===== src/hdl/assert_macros.svh =====
// Assertion shorthands used by the RTL design files.
`ifndef ASSERT_MACROS_SVH
`define ASSERT_MACROS_SVH

// Checked on every rising edge outside reset.
`define ASSERT_CLK(label, prop, msg) \
  label: assert property (@(posedge clk) disable iff (rst) (prop)) else $error(msg);

// Checked on every rising edge, reset included.
`define ASSERT_ALWAYS(label, prop, msg) \
  label: assert property (@(posedge clk) (prop)) else $error(msg);

`endif


===== src/hdl/e2c_pkg.sv =====
package e2c_pkg;

  localparam int SecsW   = 32;
  localparam int YearW   = 12;
  localparam int MonthW  = 4;
  localparam int DayW    = 5;
  localparam int HourW   = 5;
  localparam int MinuteW = 6;
  localparam int SecondW = 6;

  localparam logic [YearW-1:0]   BaseYear   = YearW'(1970);
  localparam logic [YearW-1:0]   LastYear   = YearW'(2106);
  localparam logic [YearW-1:0]   NonLeapCentury = YearW'(2100);
  localparam logic [MonthW-1:0]  LastMonth  = MonthW'(12);

  localparam logic [SecsW-1:0] SecsPerMin     = SecsW'(60);
  localparam logic [SecsW-1:0] SecsPerHour    = SecsW'(60 * 60);
  localparam logic [SecsW-1:0] SecsPerDay     = SecsW'(24 * 60 * 60);
  localparam logic [SecsW-1:0] SecsLeapYear   = SecsW'(366 * 24 * 60 * 60);
  localparam logic [SecsW-1:0] SecsCommonYear = SecsW'(365 * 24 * 60 * 60);

  // Result of the shared compare/subtract unit
  typedef struct packed {
    logic             fits;   // minuend >= subtrahend
    logic [SecsW-1:0] diff;
  } sub_res_t;

  // Gregorian leap rule over the reachable span 1970..2106: the only century
  // years are 2000 (leap, divisible by 400) and 2100 (not leap).
  function automatic logic is_leap(input logic [YearW-1:0] y);
    return (y[1:0] == 2'b00) && (y != NonLeapCentury);
  endfunction

  // Length of a month in seconds; month is 1-based
  function automatic logic [SecsW-1:0] month_secs(input logic leap,
                                                  input logic [MonthW-1:0] m);
    logic [SecsW-1:0] secs;
    case (m)
      MonthW'(2):  secs = leap ? SecsW'(29 * 24 * 60 * 60) : SecsW'(28 * 24 * 60 * 60);
      MonthW'(4),
      MonthW'(6),
      MonthW'(9),
      MonthW'(11): secs = SecsW'(30 * 24 * 60 * 60);
      default:     secs = SecsW'(31 * 24 * 60 * 60);
    endcase
    return secs;
  endfunction

endpackage


===== src/hdl/e2c_in_if.sv =====
interface e2c_in_if;
  import e2c_pkg::*;

  logic             valid;
  logic             ready;
  logic [SecsW-1:0] epoch_seconds;

  modport source (output valid, output epoch_seconds, input ready);
  modport sink   (input valid, input epoch_seconds, output ready);
endinterface


===== src/hdl/e2c_out_if.sv =====
interface e2c_out_if;
  import e2c_pkg::*;

  logic               valid;
  logic               ready;
  logic [YearW-1:0]   year;
  logic [MonthW-1:0]  month;
  logic [DayW-1:0]    day;
  logic [HourW-1:0]   hour;
  logic [MinuteW-1:0] minute;
  logic [SecondW-1:0] second;

  modport source (output valid, output year, output month, output day,
                  output hour, output minute, output second, input ready);
  modport sink   (input valid, input year, input month, input day,
                  input hour, input minute, input second, output ready);
endinterface


===== src/hdl/e2c_sub_unit.sv =====
// Shared 32-bit compare and subtract: one borrow chain gives both answers.
module e2c_sub_unit (
  input  logic [e2c_pkg::SecsW-1:0] minuend,
  input  logic [e2c_pkg::SecsW-1:0] subtrahend,
  output e2c_pkg::sub_res_t         res
);
  import e2c_pkg::*;

  logic [SecsW:0] wide_diff;

  assign wide_diff = {1'b0, minuend} - {1'b0, subtrahend};
  assign res.fits  = ~wide_diff[SecsW];
  assign res.diff  = wide_diff[SecsW-1:0];

endmodule


===== src/hdl/epoch_seconds_to_calendar.sv =====
// Channel  | Dir | Fields                                   | Handshake
// ---------+-----+------------------------------------------+-------------
// in_ch    | in  | epoch_seconds[31:0]                      | valid/ready
// out_ch   | out | year, month, day, hour, minute, second   | valid/ready
//
// A word is accepted in S_IDLE; each of the five steps then takes off whole years,
// months, days, hours or minutes while the remainder still fits, and S_DONE
// loads the result into the output register.
// All steps run through one 32-bit compare/subtract unit.
// in_ch.ready is high only while the sequencer is idle; a finished result
// sits in the output register, so the next word can enter while it waits.
// Finishing stalls while the output register still holds an untaken result.
// Reset (rst, synchronous) returns to idle and drops out_ch.valid.
module epoch_seconds_to_calendar (
  input  logic clk,
  input  logic rst,
  e2c_in_if.sink    in_ch,
  e2c_out_if.source out_ch
);
  import e2c_pkg::*;

  `include "assert_macros.svh"

  typedef enum logic [2:0] {
    S_IDLE,
    S_YEAR,
    S_MONTH,
    S_DAY,
    S_HOUR,
    S_MIN,
    S_DONE
  } state_t;

  state_t             state;
  logic [SecsW-1:0]   rem;
  logic [YearW-1:0]   year;
  logic [MonthW-1:0]  month;
  logic [DayW-1:0]    day;
  logic [HourW-1:0]   hour;
  logic [MinuteW-1:0] minute;

  logic               out_valid;
  logic [YearW-1:0]   out_year;
  logic [MonthW-1:0]  out_month;
  logic [DayW-1:0]    out_day;
  logic [HourW-1:0]   out_hour;
  logic [MinuteW-1:0] out_minute;
  logic [SecondW-1:0] out_second;

  logic [SecsW-1:0]   amount;
  sub_res_t           sub;
  logic               leap;

  assign leap = is_leap(year);

  // Amount to take off in the current step
  always_comb begin
    case (state)
      S_YEAR:  amount = leap ? SecsLeapYear : SecsCommonYear;
      S_MONTH: amount = month_secs(leap, month);
      S_DAY:   amount = SecsPerDay;
      S_HOUR:  amount = SecsPerHour;
      S_MIN:   amount = SecsPerMin;
      default: amount = '0;
    endcase
  end

  e2c_sub_unit u_sub (
    .minuend    (rem),
    .subtrahend (amount),
    .res        (sub)
  );

  // Sequencer and output register
  always_ff @(posedge clk) begin
    if (rst) begin
      state     <= S_IDLE;
      out_valid <= 1'b0;
    end else begin
      // result taken; a finishing word reloads the register below instead
      if (out_valid && out_ch.ready && (state != S_DONE)) begin
        out_valid <= 1'b0;
      end
      case (state)
        S_IDLE: begin
          if (in_ch.valid) begin
            rem    <= in_ch.epoch_seconds;
            year   <= BaseYear;
            month  <= MonthW'(1);
            day    <= DayW'(1);
            hour   <= '0;
            minute <= '0;
            state  <= S_YEAR;
          end
        end
        S_YEAR: begin
          if (sub.fits) begin
            rem  <= sub.diff;
            year <= year + YearW'(1);
          end else begin
            state <= S_MONTH;
          end
        end
        S_MONTH: begin
          if (sub.fits && (month != LastMonth)) begin
            rem   <= sub.diff;
            month <= month + MonthW'(1);
          end else begin
            state <= S_DAY;
          end
        end
        S_DAY: begin
          if (sub.fits) begin
            rem <= sub.diff;
            day <= day + DayW'(1);
          end else begin
            state <= S_HOUR;
          end
        end
        S_HOUR: begin
          if (sub.fits) begin
            rem  <= sub.diff;
            hour <= hour + HourW'(1);
          end else begin
            state <= S_MIN;
          end
        end
        S_MIN: begin
          if (sub.fits) begin
            rem    <= sub.diff;
            minute <= minute + MinuteW'(1);
          end else begin
            state <= S_DONE;
          end
        end
        S_DONE: begin
          // wait for the output register to free up
          if (!out_valid || out_ch.ready) begin
            out_valid  <= 1'b1;
            out_year   <= year;
            out_month  <= month;
            out_day    <= day;
            out_hour   <= hour;
            out_minute <= minute;
            out_second <= rem[SecondW-1:0];
            state      <= S_IDLE;
          end
        end
        default: state <= S_IDLE;
      endcase
    end
  end

  assign in_ch.ready   = (state == S_IDLE);
  assign out_ch.valid  = out_valid;
  assign out_ch.year   = out_year;
  assign out_ch.month  = out_month;
  assign out_ch.day    = out_day;
  assign out_ch.hour   = out_hour;
  assign out_ch.minute = out_minute;
  assign out_ch.second = out_second;

  // Remainder must shrink below each unit before the next step starts
  `ASSERT_CLK(a_hour_rem, (state == S_HOUR) |-> (rem < SecsPerDay), "day step left a full day")
  `ASSERT_CLK(a_min_rem, (state == S_MIN) |-> (rem < SecsPerHour), "hour step left a full hour")
  `ASSERT_CLK(a_done_rem, (state == S_DONE) |-> (rem < SecsPerMin), "minute step left a minute")
  `ASSERT_CLK(a_year_span, (state != S_IDLE) |-> (year <= LastYear), "year ran past 2106")
  `ASSERT_CLK(a_start, (in_ch.valid && in_ch.ready) |=> (state == S_YEAR), "word not started")
  `ASSERT_ALWAYS(a_rst_out, $past(rst) |-> !out_ch.valid, "result valid right after reset")

endmodule

===== src/flat_wrapper.sv =====
// flat-port wrapper written by rule: the top's interface ports become plain ports
module epoch_seconds_to_calendar_flat import e2c_pkg::*;
  (clk, rst, in_ch_valid, in_ch_epoch_seconds, in_ch_ready, out_ch_valid, out_ch_year, out_ch_month, out_ch_day, out_ch_hour, out_ch_minute, out_ch_second, out_ch_ready);
  e2c_in_if in_ch_i ();
  e2c_out_if out_ch_i ();
  input  logic clk;
  input  logic rst;
  input wire logic [$bits(in_ch_i.valid)-1:0] in_ch_valid;
  input wire logic [$bits(in_ch_i.epoch_seconds)-1:0] in_ch_epoch_seconds;
  output wire logic [$bits(in_ch_i.ready)-1:0] in_ch_ready;
  output wire logic [$bits(out_ch_i.valid)-1:0] out_ch_valid;
  output wire logic [$bits(out_ch_i.year)-1:0] out_ch_year;
  output wire logic [$bits(out_ch_i.month)-1:0] out_ch_month;
  output wire logic [$bits(out_ch_i.day)-1:0] out_ch_day;
  output wire logic [$bits(out_ch_i.hour)-1:0] out_ch_hour;
  output wire logic [$bits(out_ch_i.minute)-1:0] out_ch_minute;
  output wire logic [$bits(out_ch_i.second)-1:0] out_ch_second;
  input wire logic [$bits(out_ch_i.ready)-1:0] out_ch_ready;
  assign in_ch_i.valid = in_ch_valid;
  assign in_ch_i.epoch_seconds = in_ch_epoch_seconds;
  assign in_ch_ready = in_ch_i.ready;
  assign out_ch_valid = out_ch_i.valid;
  assign out_ch_year = out_ch_i.year;
  assign out_ch_month = out_ch_i.month;
  assign out_ch_day = out_ch_i.day;
  assign out_ch_hour = out_ch_i.hour;
  assign out_ch_minute = out_ch_i.minute;
  assign out_ch_second = out_ch_i.second;
  assign out_ch_i.ready = out_ch_ready;
  epoch_seconds_to_calendar u_core (.clk(clk), .rst(rst), .in_ch(in_ch_i), .out_ch(out_ch_i));
endmodule

===== config.mk =====
export PLATFORM = sky130hd
export DESIGN_NAME = epoch_seconds_to_calendar_flat
export DESIGN_NICKNAME = d
export VERILOG_FILES = /design/src/hdl/e2c_pkg.sv /design/src/hdl/e2c_in_if.sv /design/src/hdl/e2c_out_if.sv /design/src/hdl/e2c_sub_unit.sv /design/src/hdl/epoch_seconds_to_calendar.sv /design/src/flat_wrapper.sv
export VERILOG_INCLUDE_DIRS = /design/src /design/src/hdl
export SDC_FILE = /design/constraint.sdc
export NUM_CORES = 1
export LEC_CHECK = 0
export BUFFER_PORTS_ARGS = -buffer_cell sky130_fd_sc_hd__buf_2
export CAP_MARGIN = 10
export CORE_MARGIN = 2
export CORE_UTILIZATION = 40
export CTS_BUF_LIST = sky130_fd_sc_hd__clkbuf_2 sky130_fd_sc_hd__clkbuf_4 sky130_fd_sc_hd__clkbuf_8
export DETAILED_ROUTE_END_ITERATION = 6
export GPL_TIMING_DRIVEN = 0
export SKIP_CTS_REPAIR_TIMING = 1
export SYNTH_ARGS = -nofsm -noshare
export SYNTH_HDL_FRONTEND = slang
export SYNTH_HIERARCHICAL = 1
export SYNTH_SLANG_ARGS = --single-unit

===== constraint.sdc =====
create_clock -name clk -period 12.2 [get_ports clk]
set_input_delay 2.44 -clock clk [delete_from_list [all_inputs] [get_ports clk]]
set_output_delay 2.44 -clock clk [all_outputs]
set_load 0.05 [all_outputs]

======== Word level (Yosys, flattened, before mapping) ========
Cells that the tools add are included.
operators by class
  multipliers ............................. 0
  mux-type cells .......................... 34
  shift operators ......................... 0
  divide/modulo/power cells ............... 0
  equal/unequal tests ..................... 27
  reductions and logical operators ........ 24
  bitwise operators ....................... 2
  magnitude comparators ................... 0
  add/subtract/negate cells ............... 6
operator list
  cell                     count
  $pmux W32 S5             1
  $mux W32                 3
  $pmux W32 S3             1
  $pmux W32 S2             1
  $mux W18                 2
  $sub A32 B32 Y33         1
  $mux W12                 2
  $pmux W12 S2             1
  $ne A2 B2 Y1 const B     11
  $mux W3                  7
  $pmux W3 S7              1
  $mux W5                  4
  $pmux W5 S2              2
  $reduce_and A4 Y1        5
  $add A12 B1 Y12 const B  1
  $mux W6                  2
  $ne A12 B12 Y1 const B   1
  $pmux W6 S2              1
  $add A5 B1 Y5 const B    2
  $reduce_bool A2 Y1       5
  $eq A3 B3 Y1 const B     3
  $eq A4 B3 Y1 const B     2
  $eq A4 B4 Y1 const B     2
  $mux W4                  2
  other kinds (21)         30
word-level totals
  bits in read-only memories .............. 0
  latch bits .............................. 0
  input bits .............................. 36
  RAM bits ................................ 0
  memories kept ........................... 0
  bits in registers ....................... 106
  output and inout bits ................... 40

======== Logic depth before layout (Yosys ltp) ========
Gate-level depths: netlist of run 1.
  depth in word-level cells ............... 10
  gate-level depth with buffers ........... 23
  depth with buffers taken out ............ 21

======== By module ========
Netlist of run 1, hierarchy kept.
modules (own cells, without submodules)
  module                     cells an instance  seq. area each (µm²)  instances  area each (µm²)
  epoch_seconds_to_calendar  352                3143.0                1          4803.4
  e2c_sub_unit               244                0.0                   1          1710.4

======== Least setup slack after synthesis of run 1 ========
OpenSTA, ideal clock, no wires.
  kind .................................... register to register
  start ................................... reg u_core.year[3]
  end ..................................... reg u_core.rem[0], enable pin
  data arrival time ....................... 9152 ps
  stages on the path, launching flop included .. 19
  required time ........................... 11605 ps
  slack ................................... 2452 ps
  cell sequence ........................... edfxtp_1 -> or4b_4 -> o31ai_4 -> o21ai_0 -> a21oi_1 -> inv_1 -> ha_1 -> nand4_1 -> or4_1 -> o22ai_2 -> a31oi_1 -> o21ai_1 -> a31oi_1 -> o21ai_1 -> clkbuf_1 -> nand2_1 -> a31oi_1 -> nor2_1 -> a2111oi_0
RTL lines
  what                      RTL line                          source
  start: declaration        epoch_seconds_to_calendar.sv:36   logic [YearW-1:0] year;
  start signal: assignment  epoch_seconds_to_calendar.sv:88   year <= BaseYear;
  start signal: assignment  epoch_seconds_to_calendar.sv:99   year <= year + YearW'(1);
  end signal: assignment    epoch_seconds_to_calendar.sv:87   rem <= in_ch.epoch_seconds;
  end signal: assignment    epoch_seconds_to_calendar.sv:98   rem <= sub.diff;
  end signal: assignment    epoch_seconds_to_calendar.sv:106  rem <= sub.diff;
  end: declaration          epoch_seconds_to_calendar.sv:35   logic [SecsW-1:0] rem;

==> metrics.md, run 1 <==
| Metric | Value |
|---|---|
| Status | finished clean |
| Min Tclk post-route | 6.23 ns |
| Logic pwr share | 40.2% |
| Clock power frac | around a fifth |
| Via density | just over 5 |
| Final setup viols | 0 |
| ANT cells | 0 |
| Area of the die | 0.0173 sq mm |
| Setup Slack @ Placement | approximately 6.0 ns |
| CP max stage cell | or4b_4 |
| CTS root buf | clkbuf_8 |
| Ys async rst share | 0% |
| Final Hold Fails | 0 |
| DR vias | around 4700 |
| Critical path buffer and inverter count | 5 |
| Post-synthesis sequential area ratio | 48.3% |
| Worst Path Arrival | around 6.3 ns |
| Most used cell, CP | a31oi_1 |
| Setup ws final | 5.97 ns |
| Final std cells w/o fill | just over 900 |
| TritonCTS clock tree | yes |
| GRT Residual Overflow | 0 |
| Crit start category | register |
| CP required | 12.29 ns |
| DR iter-0 viols | between 200 and 250 |
| Crit Path Class | reg2reg |
| Die Y | approximately 130 microns |
| Syn Area/Cell | approximately 11 sq um |
| WL/cell | around 14 microns |
| Critical path cell sequence | or4b_4 > o31ai_4 > o21ai_0 > a21oi_1 > inv_1 > ha_1 > nand4_1 > or4_1 > o22ai_2 > a31oi_1 > o21ai_1 > a31oi_1 > o21ai_1 > clkbuf_1 > nand2_1 > a31oi_1 > nor2_1 > a2111oi_2 > buf_4 > buf_6 > buf_2 |
| Post-synth EDFFs | roughly 100 |
| Share of post-route cells with drive strength above 1 | approximately a quarter |
| Drt total wl | 13200 microns |
| Ys Warns | 6 |
| Cell Rows | 46 |
| Post-Synthesis Cells | between 500 and 600 |
| Net Sw Frac | 34.9% |
| Layout Skew | approximately 0.013 ns |
| Sequential share of power | around 40% |
| Fmax | 0.161 GHz |
| DP Area | around 0.0073 sq mm |
| Chip width | 132 microns |
| Post-route cell area | around 0.0075 sq mm |
| Pin count of the biggest net entering global routing | 20 |
| Area leader, netlist | edfxtp_1 |
| Total GRT Usage | between 15 and 20% |
| Mapped cell area | 0.00651 sq mm |
| CTS H-Tree Depth | 3 |
| Placed insts | 907 |
| Initial core utilization | 41.0% |
| #FFs+latches synth | ~110 |
| Int Power | 0.761 mW |
| Max VDD drop | 0.0000759 V |
| Slew @ Worst Pin | 0.984 ns |
| Num Clock Sinks | 106 |
| Fin crit share | 51.0% |
| Yosys top cell area share | a little under half |
| P_sw | about 0.41 mW |
| Final nets | about 780 |
| Pwr dens | 156 mW/mm^2 |
| Top FF cell, synth | edfxtp_1 |
| Setup crit end kind | register |
| Number of max-cap violations | 0 |
| Leakage Power | between 2 and 3 nW |
| Top post-synthesis cells by area | edfxtp_1 47%, ha_1 8.3%, mux2_2 5.5% |
| DP HPWL | ~10000 microns |
| Initial antenna violation count | 0 |
| Core Area | approximately 0.016 sq mm |
| Synthesis-to-layout area growth | 15.0% |
| Maximum net fanout on the critical path | 10 |
| Slew HR | around 34% |
| CTS max path bufs | 2 |
| Pre-antenna DRT Iters | 4 |
| Global-route wire length before repair | roughly 23000 microns |
| Fin Hold WS | about 0.47 ns |
| Unique masters post-synth | 74 |
| Pins over their slew limit | 0 |
| Clk_lat worst skew | 0.39 ns |
| Sum Neg Setup Slack | 0 ns |
| RSZ-0062 raised after global routing | false |
| Gpl congestion | roughly 0.89 |
| Worst hold path class | reg2reg |
| Delay-heaviest family, CP | compound AO/OA/AOI/OAI gates |
| Number of global-route vias before repair | 4669 |
| Antenna-violating nets left | 0 |
| # DRC | 0 |
| Highest cell delay on the worst timing path | between 0.5 and 0.6 ns |
| IO Count | 76 |
| CTS Buf Count | 9 |
| Reg clk slew, reported paths | 0.11 ns |
| IO Port Bufs | 75 |
-- registers in the layout, indices dropped and copies added, names as in the netlist, 6 cells and up --
register              flops
u_core/year              12
u_core/minute             6
u_core/out_ch.year       12
u_core/rem               32
u_core/out_ch.second      6
u_core/out_ch.minute      6
-- cell families (layout without fill, tap and decap cells) --
family	count (synthesis)	count (layout)	share of synthesized area (%)
AO/OA/AOI/OAI	128	128	13.6
buffers and inverters	70	170	4.82
multiplexers	34	34	5.86
XOR/XNOR	45	45	6.05
adder cells (fa/ha/maj)	44	44	8.57
flip-flops	106	106	48.3
AND/OR/NAND/NOR	168	168	12.8
other	1	12	0.0576
-- cells in the mapped netlist (all sizes together), types with 3 or more instances --
master    n
nor3      8
and3     12
nor2     48
buf      14
clkbuf    5
ha       43
nand2    38
o211ai    3
nand3    25
xor2     24
a21o     12
nand2b    5
o21ai    24
nand4     4
inv      50
mux2     33
a21oi    42
dfxtp     4
a31oi     6
nor2b     4
or2       3
o31ai     6
or3       6
xnor2    21
edfxtp  102
a211oi    4
o21a     10
-- power groups by stage --
stage	registers, mW	logic (mW)	clock network (mW)
after detailed placement	0.478	0.465	0
final	0.469	0.470	0.231
after CTS	0.470	0.469	0.240
after global placement	0.482	0.455	0
after floorplan	0.475	0.370	0
after global routing	0.473	0.525	0.254
-- per-stage QoR --
step	util (%)	power [mW]
6_report	47.2	1.17
3_3_place_gp	45.3	0.937
5_1_grt	47.2	1.25
3_5_place_dp	45.8	0.944
2_1_floorplan	-	0.845
4_1_cts	47.2	1.18
-- final cells by class --
type	instances	area (sq um)
clock inverters	7	86.3
repair buffers	84	445
plain buffers	19	123
inverters	51	191
well taps	216	270
flip-flops and latches	106	3140
fillers	1570	8390
multi-input cells	431	3110
clock buffers	9	124
-- path summary, 6_finish.rpt --
| check | start | end | slack (ns) | cells after the start |
|---|---|---|---|---|
| worst max-delay path | u_core/year[7] | u_core/rem[12] | 5.97 | 21 |
| worst min-delay path | u_core/rem[0] | u_core/out_ch.second[0] | 0.47 | 0 |
| worst max register to register | u_core/year[7] | u_core/rem[12] | 5.97 | 21 |
| worst min register to register | u_core/rem[0] | u_core/out_ch.second[0] | 0.47 | 0 |
-- per-layer routing --
layer,vias up,GRT usage (%),part of all wire [%]
met2,99,26.5,47
met5,-,0,0
met3,15,2.39,4.1
met1,2206,20.9,46
met4,0,6.46,2.1
li1,2373,-,-
-- placed cells by master (no fill, tap or decap), drive strengths merged, types with 3 or more instances in the layout --
| cell type | n |
|---|---|
| a21oi | 42 |
| a21o | 12 |
| and3 | 12 |
| o21ai | 24 |
| xnor2 | 21 |
| or3 | 6 |
| ha | 43 |
| a211oi | 4 |
| inv | 53 |
| dfxtp | 4 |
| nor3 | 8 |
| a31oi | 6 |
| o31ai | 6 |
| nand2b | 5 |
| buf | 98 |
| conb | 12 |
| o21a | 10 |
| nand2 | 38 |
| mux2 | 33 |
| nand3 | 25 |
| o211ai | 3 |
| clkbuf | 14 |
| nor2b | 4 |
| nand4 | 4 |
| edfxtp | 102 |
| xor2 | 24 |
| clkinv | 4 |
| nor2 | 48 |
| or2 | 3 |
No activity file was read; power rests on OpenSTA's default activity.
==> run 2: changes to the inputs <==
clock period = 5.85 ns   (was 12.2 ns; I/O delays follow)
==> metrics.md, run 2 (synthesized netlist as in run 1, its figures left out) <==
| Metric | Value |
|---|---|
| Pin count of the biggest net entering global routing | 19 |
| Pwr dens | about 330 mW/mm^2 |
| Total GRT Usage | about 16% |
| Chip width | 132 microns |
| Final nets | 780 |
| FF-to-FF path depth | 19 |
| CP Depth | 19 |
| # fillers | 1556 |
| IO Count | 76 |
| Largest register FFs | 32 |
| Via density | just over 5 |
| Commonest non-fill, non-tap cell in the layout | edfxtp_1 |
| Initial core utilization | 41.0% |
| Clk_lat worst skew | ~0.4 ns |
| Leakage Power | roughly 2.9 nW |
| Largest Register | u_core/rem |
| Number of max-cap violations | 0 |
| Critical path buffer and inverter count | 4 |
| DP HPWL | approximately 11000 microns |
| Final std cells w/o fill | between 900 and 1000 |
| Hold path startpoint | u_core/rem[4] |
| Layout Skew | around 0.015 ns |
| Setup Slack @ Placement | -0.572 ns |
| Logic pwr share | 41.0% |
| Net Sw Frac | between 30% and 40% |
| Final Hold Fails | 0 |
| Antenna-violating nets left | 0 |
| # DRC | 0 |
| Drt total wl | about 14000 microns |
| Total power draw | between 2 and 2.5 mW |
| ANT cells | 0 |
| Pins over their slew limit | 0 |
| Reg clk slew, reported paths | between 0.1 and 0.15 ns |
| Worst setup path start | u_core/year[7] |
| Setup ws final | 0.368 ns |
| Worst hold path class | reg2reg |
| CTS root buf | clkbuf_8 |
| Die Y | 132 microns |
| P_sw | just under 0.9 mW |
| CP max stage cell | or4b_4 |
| Multi-input gate area | between 0.003 and 0.004 sq mm |
| Hold Path Depth | 0 |
| Max VDD drop | around 0.00019 V |
| Gpl congestion | around 0.9 |
| Slew @ Worst Pin | approximately 0.96 ns |
| Maximum net fanout on the critical path | 14 |
| RSZ-0062 raised after global routing | false |
| Share of post-route cells with drive strength above 1 | 24.3% |
| Clock power frac | about a fifth |
| Area occupied by registers | approximately 0.0031 sq mm |
| Commonest cells after routing, fill and taps aside | 102 x edfxtp_1, 80 x buf_2, 50 x inv_1, 45 x nor2_1, 43 x ha_1 |
| Fin crit share | 93.7% |
| GRT Residual Overflow | 0 |
| Core Area | around 0.016 sq mm |
| Global-route wire length before repair | 22900 microns |
| CTS Buf Count | 9 |
| WL/cell | between 15 and 20 microns |
| Flop2flop setup slack | between 0.3 and 0.4 ns |
| Sum Neg Setup Slack | 0 ns |
| DR vias | 4767 |
| Placed insts | roughly 900 |
| Highest cell delay on the worst timing path | between 0.5 and 0.6 ns |
| DR iter-0 viols | around 260 |
| Crit start category | register |
| Fmax | ~0.18 GHz |
| CTS max path bufs | 2 |
| IO Port Bufs | 75 |
| Delay-heaviest family, CP | compound AO/OA/AOI/OAI gates |
| Final setup viols | 0 |
| Synthesis-to-layout area growth | 15.6% |
| Critical path cell sequence | or4b_4 > o31ai_4 > o21ai_0 > a21oi_2 > inv_1 > ha_1 > nand4_1 > or4_1 > o22ai_2 > a31oi_1 > o21ai_1 > a31oi_1 > o21ai_2 > clkbuf_2 > nand2b_1 > o31ai_1 > a2111oi_4 > buf_4 > buf_6 |
| Initial antenna violation count | 0 |
| Area of the die | around 0.017 sq mm |
| Cell Rows | 46 |
| Top Registers | u_core/rem: 32 flops, u_core/out_ch.year: 12 flops, u_core/year: 12 flops |
| CTS H-Tree Depth | 3 |
| Status | finished clean |
| Pre-antenna DRT Iters | 4 |
| Slew HR | 35.4% |
| Number of global-route vias before repair | around 4700 |
| Most used cell, CP | a31oi_1 |
| Worst Path Arrival | 5.58 ns |
| Worst R2R Start | u_core/year[7] |
| Setup crit end kind | register |
| TritonCTS clock tree | yes |
| Int Power | around 1.6 mW |
| CP required | around 6.0 ns |
| Crit Path Class | reg2reg |
| Min Tclk post-route | between 5 and 6 ns |
| Num Clock Sinks | 106 |
| Sequential share of power | roughly two fifths |
-- run 2: power by group through the flow --
stage,sequential [mW],clock (mW),combinational [mW]
floorplan,0.985,0,0.778
global placement,0.997,0,0.961
detailed placement,0.999,0,0.987
CTS,0.982,0.489,0.996
global route,0.989,0.516,1.12
finish,0.981,0.469,1.01
-- run 2: path summary, 6_finish.rpt --
check	end
hold reg to reg	u_core/out_ch.second[4]
hold / removal	u_core/out_ch.second[4]
setup / recovery	u_core/rem[20]
setup reg to reg	u_core/rem[20]
-- run 2: stage by stage --
step           cell area (sq um)  hold slack, ns  util [%]
2_1_floorplan               6580           0.426         -
3_3_place_gp                7230           0.444      45.5
3_5_place_dp                7280           0.450      45.8
4_1_cts                     7480           0.471      47.1
5_1_grt                     7530           0.477      47.4
6_report                    7530           0.474      47.4
-- run 2: cell type report --
type / instances / area share (%)
multi-input combinational: 431 / 41.9
sequential: 106 / 41.7
timing repair buffer: 82 / 5.93
tap: 216 / 3.59
inverter: 51 / 2.59
clock buffer: 9 / 1.64
buffer: 19 / 1.64
clock inverter: 7 / 0.997
-- run 2: metal layers --
layer	up-vias	share of wire (%)	global-route usage [%]	wire [microns]
li1	2360	-	-	-
met1	2267	46	20.8	6370
met2	119	48	27.7	6680
met3	21	4.3	3.59	600
met4	0	2.0	5.25	280
met5	-	0	0	0
